### src/rtl/gwmm_pkg.sv
// Shared types and default constants of the grayscale window min/max filter.
package gwmm_pkg;

  // Default values for the top-level parameters.
  localparam int unsigned DefMaxRadius = 3;
  localparam int unsigned DefMaxWidth  = 1024;
  localparam int unsigned DefMaxHeight = 1024;

  // Fixed field widths.
  localparam int unsigned PixW    = 8;
  localparam int unsigned CfgIdxW = 2;
  localparam int unsigned CfgDatW = 11;

  // Reset values of the configuration registers.
  localparam int unsigned RadiusRst = 1;
  localparam int unsigned SelMinRst = 0;
  localparam int unsigned WidthRst  = 640;
  localparam int unsigned HeightRst = 480;

  // Identity values of the maximum and minimum reductions.
  localparam logic [PixW-1:0] MaxIdent = 8'd0;
  localparam logic [PixW-1:0] MinIdent = 8'd255;

  // Maximum and minimum of one column, or of a run of columns.
  typedef struct packed {
    logic [PixW-1:0] max_v;
    logic [PixW-1:0] min_v;
  } col_pair_t;

endpackage

### src/rtl/gwmm_cell.sv
// One window column cell: stores a column maximum and minimum and extends the running reduction.
module gwmm_cell (
  input  logic                clk_i,
  input  logic                shift_i,
  input  logic                include_i,
  input  gwmm_pkg::col_pair_t col_i,
  input  gwmm_pkg::col_pair_t acc_i,
  output gwmm_pkg::col_pair_t col_o,
  output gwmm_pkg::col_pair_t acc_o
);

  gwmm_pkg::col_pair_t col_q;

  always_ff @(posedge clk_i) begin
    if (shift_i) begin
      col_q <= col_i;
    end
  end

  assign col_o = col_q;

  always_comb begin
    acc_o = acc_i;
    if (include_i) begin
      if (col_q.max_v > acc_i.max_v) acc_o.max_v = col_q.max_v;
      if (col_q.min_v < acc_i.min_v) acc_o.min_v = col_q.min_v;
    end
  end

endmodule

### config.mk
export PLATFORM = sky130hd
export DESIGN_NAME = gwmm_cell
export DESIGN_NICKNAME = d
export VERILOG_FILES = /design/src/rtl/gwmm_pkg.sv /design/src/rtl/gwmm_cell.sv
export SDC_FILE = /design/constraint.sdc
export NUM_CORES = 1
export LEC_CHECK = 0
export BUFFER_PORTS_ARGS = -buffer_cell sky130_fd_sc_hd__buf_4
export CAP_MARGIN = 20
export CORE_AREA = 2 2 54 56
export DETAILED_ROUTE_END_ITERATION = 16
export DIE_AREA = 0 0 56 58
export PLACE_DENSITY = 0.75
export SLEW_MARGIN = 30
export SYNTH_ARGS = -nofsm -noshare
export SYNTH_HDL_FRONTEND = slang
export SYNTH_SLANG_ARGS = --single-unit
### constraint.sdc
create_clock -name clk_i -period 2.3 [get_ports clk_i]
set_input_delay 0.23 -clock clk_i [delete_from_list [all_inputs] [get_ports clk_i]]
set_output_delay 0.23 -clock clk_i [all_outputs]
set_load 0.01 [all_outputs]
After elaboration in Yosys (flattened, before gate mapping)
Index checks and enable logic that the tools add are counted.
{"block": "op_classes", "shifts": 0, "magnitude_cmp": 2, "n_bitwise": 0, "n_eq_ne": 0, "n_reduce_logical": 0, "addsub": 0, "multipliers": 0, "muxes": 3, "div": 0}
{"op": "two-way mux 16 bit", "count": 1}
{"op": "two-way mux 8 bit", "count": 2}
{"op": "> comparator 8 bit", "count": 1}
{"op": "< comparator 8 bit", "count": 1}
{"block": "word_totals", "ram_bits": 0, "wordCells": 7, "latchBits": 0, "rom_bits": 0, "input_bits": 35, "ff_bits": 16, "out_inout_bits": 32, "n_memories": 0}

Depth between registers and ports, before layout
Gate-level depths: netlist (run 1).
{"block": "depth", "depth_word": 3, "mapped_depth": 7}

Worst setup path before layout (run 1)
Ideal clock, no wire load.
{"block": "synth_path", "path_type": "flip-flop to output port", "from": "reg col_q (netlist bit col_o[6])", "to": "out acc_o[0] (netlist name)", "path_slack_ns": 0.078, "arrival_time_ns": 1.992, "stages_incl_launch_ff": 6, "cell_sequence": "edfxtp_1 > ha_1 > and3_2 > a221o_1 > a31oi_4 > mux2_2"}
{"element": "start: declaration", "line_no": "gwmm_cell.sv:12", "rtl": "gwmm_pkg::col_pair_t col_q;"}
{"element": "start signal: assignment", "line_no": "gwmm_cell.sv:16", "rtl": "col_q <= col_i;"}
{"element": "end: declaration", "line_no": "gwmm_cell.sv:9", "rtl": "output gwmm_pkg::col_pair_t acc_o"}

==> results.md, run 1 <==
- in -> reg — worst min path class
- 2300 ps — arrival time of data at the critical path endpoint
- 83 — cell count after synthesis
- 17.6% — adder and majority gate portion of the synthesized area
- 216 — net total in the final layout
- 2170 µm — total half-perimeter wirelength after legalization and detailed placement
- 0% — Synth async-reset ratio
- 187 — fill cell total of the finished layout
- 16.0 µm — routed wirelength normalized by instance count
- 0 — Final Hold Fails
- 0 — initial antenna violation count
- 1 — hold path depth
- 0 — number of hold buffers added after cts
- flip-flop — Worst Setup Start Kind
- 45.1% — top-area cell type share of the netlist area
- 4.91 — via-per-instance ratio
- 4.35% — fraction of the mapped netlist area in simple logic gates
- 0 — overflow left after global routing
- 16 — number of flops mapped to enable cells by yosys
- -232 ps — final critical-path setup slack
- output pin — endpoint kind of the worst setup timing path
- 0 — antenna cell count
- 85.1% — relative slew slack
- 4700 µm — wire length of the first global-routing pass
- negative setup slack — violations in the final reports
- 58 µm — vertical die dimension
- 17 — pin count of the biggest net entering global routing
- 2070 ps — required time of the critical path
- 0.00106 mm² — netlist area before placement
- 477 mW/mm² — power density over the cells
- finished, violations left — status
- 0 — Pins Over Slew Limit
- 129 ps — WHS
- 20 — number of distinct library cells after synthesis
- 0.00189 mm² — finished layout cell area
- 18.6% — overall global routing resource usage
- 40.0% — Initial Utilization
- 12.8 µm² — Synth Area per Inst
- edfxtp_1, mux2_2, ha_1, inv_1, a21oi_1 — commonest cells in the synthesized netlist
- -65.5 ps — Post-Place Worst Slack
- 80 ps — Clk pin slew, worst setup/hold paths
- 1 — total number of H-tree levels
- 2 — buffer levels on the longest clock path
- 0.859 — last weighted congestion value of the routability-driven placer
- 16 — FF+latch count, synth
- 133 — net count of the mapped netlist
- 10.7% — fraction of the mapped netlist area in compound gates
- 65.2% — share of post-route cells with drive strength above 1
- 0.00164 mm² — placed inst area
- edfxtp_1, ha_1, mux2_2 — cell types with the largest area share after synthesis
- 3 — number of clock buffers inserted by TritonCTS
- 45.1% — fraction of the yosys area taken by sequential cells
- edfxtp_1 — top_reg_cell synth
- 16 — Final setup viols
- 957 — vias
- 66 — Port-buffer cells
- 16.9% — mux contribution to synthesized area
- clkbuf_4 — cell at the root of the clock tree
- 0 — warnings from Yosys
- 0% — xor and xnor fraction of the mapped netlist area
- 16 — number of flip-flops in the largest register
- true — RSZ-0062 raised after global routing
- 0.00266 mm² — core area
- 410 ps — biggest cell delay along the critical path
- 0.00325 mm² — floorplan die area
- done — TritonCTS clock tree
- 29 — DRC violation total after the first TritonRoute iteration
- 56 µm — die width
- 16 — count of clock tree sinks
- 4 — drt first pass iters
- 395 MHz — highest achievable clock rate
- edfxtp_1 — cell taking the most area after synthesis
- 0 — max-cap violation count
- 0.000531 V — worst supply voltage drop on vdd
- 71.1% — Finished Core Util
- 2530 ps — crit path time final
- 3120 µm — WL final
- 222 ps — worst-margin pin slew
- 0 — remaining number of nets flagged by the antenna check after routing
- 77.7% — area overhead of the layout relative to synthesis
- -2730 ps — final setup TNS
- ha_1 -> and3_4 -> a221o_1 -> a31oi_4 -> buf_6 -> mux2_4 -> buf_6 — CP cell instances
- 0 — post-route DRC violation count
- 19 — number of placement rows
- 67 — number of ports placed on the die boundary
- reg -> out — critical path class
- 1036 — number of global-route vias before repair
- buf_6 — Crit path top cell by count
- 110% — Tcrit/Tclk final
- edfxtp_1 — Crit-path slowest cell
- 6 — CP Max Fanout
- 0.951 nW — Leak
- adder cells — combinational family with the most area after synthesis
[worst max-delay path: cells and delay by family (launching register included)]
family,cells,cell delay [ps]
AOI/OAI and AO/OA,2,530
adders and majority gates,1,330
buffers and inverters,2,300
DFF,1,410
muxes,1,320
and+or+nand+nor,1,160
[kinds of logic after synthesis]
family | after synthesis
AO/OA/AOI/OAI | 13
adder cells (fa/ha/maj) | 15
buffers and inverters | 15
flip-flops | 16
multiplexers | 16
AND/OR/NAND/NOR | 8
[final timing paths]
| path | endpoint | start | slack [ps] |
|---|---|---|---|
| setup / recovery | acc_o[6] | col_o[7] | -230 |
| hold / removal | col_o[7] | col_i[7] | 130 |
[power breakdown]
part / switching (mW) / total [mW] / internal, mW
Combinational: 0.157 / 0.399 / 0.242
Clock: 0.0725 / 0.133 / 0.0606
Sequential: 0.0216 / 0.369 / 0.348
[per-stage QoR]
step,power (mW),instances
2_1_floorplan,0.509,83
3_3_place_gp,0.668,185
3_5_place_dp,0.678,185
4_1_cts,0.886,192
5_1_grt,0.948,195
6_report,0.902,195
[layer usage]
layer  vias up  global-route usage, %  wire [µm]
met5         -                      0          0
met4         0                   9.52         52
met3         6                   2.01        107
met2        29                   34.1       1700
met1       453                   21.4       1260
li1        469                      -          -
[cell type report]
cell class	count	area (µm²)	share of cell area, %
clock buffer	3	22.5	1.19
tap	31	38.8	2.05
sequential	16	480	25.4
multi-input combinational	52	637	33.7
timing repair buffer	78	657	34.7
inverter	15	56.3	2.98
[timing repair]
item	in CTS	in global routing
setup endpoints to repair	16	16
pin swaps	3	0
resized for setup	38	5
setup buffers	4	3
[cell usage in the layout (no fill, tap or decap), drive strengths merged, types with 2 or more instances in the layout]
master and n:
a21oi 4, buf 78, clkbuf 3, edfxtp 16, ha 15, inv 15, mux2 16, nand2b 2
nand4 2, o21ai 2
Note: power is estimated with default switching activity, not from simulation.
==> inputs of run 2 (changes only) <==
- GPL_TIMING_DRIVEN: not set -> 0
- TNS_END_PERCENT: not set -> 1
==> results.md, run 2 (same netlist as run 1, synthesis figures left out) <==
- 73.4% — area overhead of the layout relative to synthesis
- 2290 ps — arrival time of data at the critical path endpoint, about the same
- -104 ps — Post-Place Worst Slack, -38.6 ps
- output pin — endpoint kind of the worst setup timing path
- 0 — number of hold buffers added after cts, unchanged
- true — RSZ-0062 raised after global routing
- buf_4, buf_6, mux2_4, edfxtp_1, inv_1 — commonest cells after routing, fill and taps aside
- 2520 ps — crit path time final, -12.9 ps
- 480 mW/mm² — power density over the cells, +0.71%
- 12 — DRC violation total after the first TritonRoute iteration, -59%
- reg -> out — critical path class
- finished, violations left — status
- 0 — initial antenna violation count, unchanged
- 0.887 mW — post-layout total power, -1.7%
- 1 — total number of H-tree levels, unchanged
- -219 ps — final critical-path setup slack, +12.9 ps
- 17.4% — overall global routing resource usage, -1.2 points
- 129 ps — WHS, +0.0590 ps
- 2 — buffer levels on the longest clock path, unchanged
- 0 — post-route DRC violation count, unchanged
- 58 µm — vertical die dimension, unchanged
- 239 ps — worst-margin pin slew, +17.4 ps
- 15.8% — clock share of power, +1.0 points
- done — TritonCTS clock tree
- 0.000459 V — worst supply voltage drop on vdd, -14%
- buf_4 — commonest non-fill, non-tap cell in the layout
- 975 — number of global-route vias before repair, -5.9%
- 16 — count of clock tree sinks, unchanged
- 0 — Final Hold Fails, unchanged
- 61.9% — share of post-route cells with drive strength above 1, -3.4 points
- 80 ps — Clk pin slew, worst setup/hold paths, about the same
- 0.640 mW — cell-internal power, -1.7%
- 0.00266 mm² — core area, unchanged
- 0.247 mW — total net switching power, -1.8%
- 397 MHz — highest achievable clock rate, +0.51%
- 0.922 nW — Leak, -3.0%
- 15.1 µm — routed wirelength normalized by instance count, -5.6%
- in -> reg — worst min path class
- 41.5% — Flop pwr share, +0.5 points
- 3 — number of clock buffers inserted by TritonCTS, unchanged
- 2890 µm — WL final, -7.5%
- 2140 µm — total half-perimeter wirelength after legalization and detailed placement, -1.8%
- 4430 µm — wire length of the first global-routing pass, -5.7%
- flip-flop — Worst Setup Start Kind
- 4 — drt first pass iters, unchanged
- 0 — overflow left after global routing, unchanged
- 83.9% — relative slew slack, -1.2 points
- 40.0% — Initial Utilization, unchanged
- negative setup slack — violations in the final reports
- 16 — number of flip-flops in the largest register, unchanged
- 0 — antenna cell count, unchanged
- 42.7% — part of the total power dissipated in combinational logic, -1.6 points
- 8 — CP Max Fanout, +2
- 0 — remaining number of nets flagged by the antenna check after routing, unchanged
- 56 µm — die width, unchanged
- clkbuf_4 — cell at the root of the clock tree
- 66 — Port-buffer cells, unchanged
- 1 — hold path depth, unchanged
- 957 — vias, unchanged
- 27.8% — switching power share of the total, about the same
- 69.4% — Finished Core Util, -1.7 points
- 211 — net total in the final layout, -2.3%
- 0.00325 mm² — floorplan die area, unchanged
- 110% — Tcrit/Tclk final, -0.56 points
- 17 — pin count of the biggest net entering global routing, unchanged
- 0.774 — last weighted congestion value of the routability-driven placer, -9.8%
- 2070 ps — required time of the critical path, about the same
- 0 — max-cap violation count, unchanged
- 67 — number of ports placed on the die boundary, unchanged
- 5.01 — via-per-instance ratio, +2.1%
- 19 — number of placement rows, unchanged
- -3280 ps — final setup TNS, -553 ps
- 16 — Final setup viols, unchanged
- 0 — Pins Over Slew Limit, unchanged
[run 2: cell count changes in the layout (fill, tap and decap cells not counted), sizes merged]
| cell | previous run | this run |
|---|---|---|
| buf | 78 | 73 |
| clkinv | 0 | 1 |
[run 2: area by class of cell]
cell class,count,area (µm²)
clock inverter,1,3.75
clock buffer,3,22.5
timing repair buffer,73,624
tap,31,38.8
sequential,16,480
fill,183,816
multi-input combinational,52,621
inverter,15,56.3
[run 2: worst max-delay path, stage by stage, from the launching register on]
cell and delay (ps):
edfxtp_1 450, ha_4 240, and3_4 190, a221o_1 360, a31oi_4 180, buf_12 160
mux2_4 310, buf_6 120
[run 2: per-layer routing]
metal / share of wire [%] / up-vias / global-route usage, %
li1: - / 463 / -
met1: 40 / 467 / 20.7
met2: 55 / 23 / 32.6
met3: 3.7 / 4 / 1.79
met4: 0.90 / 0 / 6.46
met5: 0 / - / 0
[run 2: final timing paths]
path	to	from	slack [ps]
min	col_o[4]	col_i[4]	130
max	acc_o[6]	col_o[6]	-220
[run 2: what timing repair did]
action | 4_1_cts | 5_1_grt
setup endpoints to repair | 16 | 16
resized for setup | 29 | 8
buffers inserted | 7 | 0
pin swaps | 5 | 6
[run 2: through the flow]
step	cell area, µm²	instances
after floorplan	1060	83
after detailed placement	1600	180
after CTS	1800	191
after global placement	1600	180
final	1850	191
after global routing	1850	191
[run 2: power groups by stage]
stage	Clock, mW	Combinational [mW]	Sequential, mW
2_1_floorplan	0	0.129	0.380
6_report	0.140	0.379	0.368
3_5_place_dp	0	0.291	0.374
4_1_cts	0.146	0.361	0.366
3_3_place_gp	0	0.284	0.373
5_1_grt	0.161	0.406	0.371
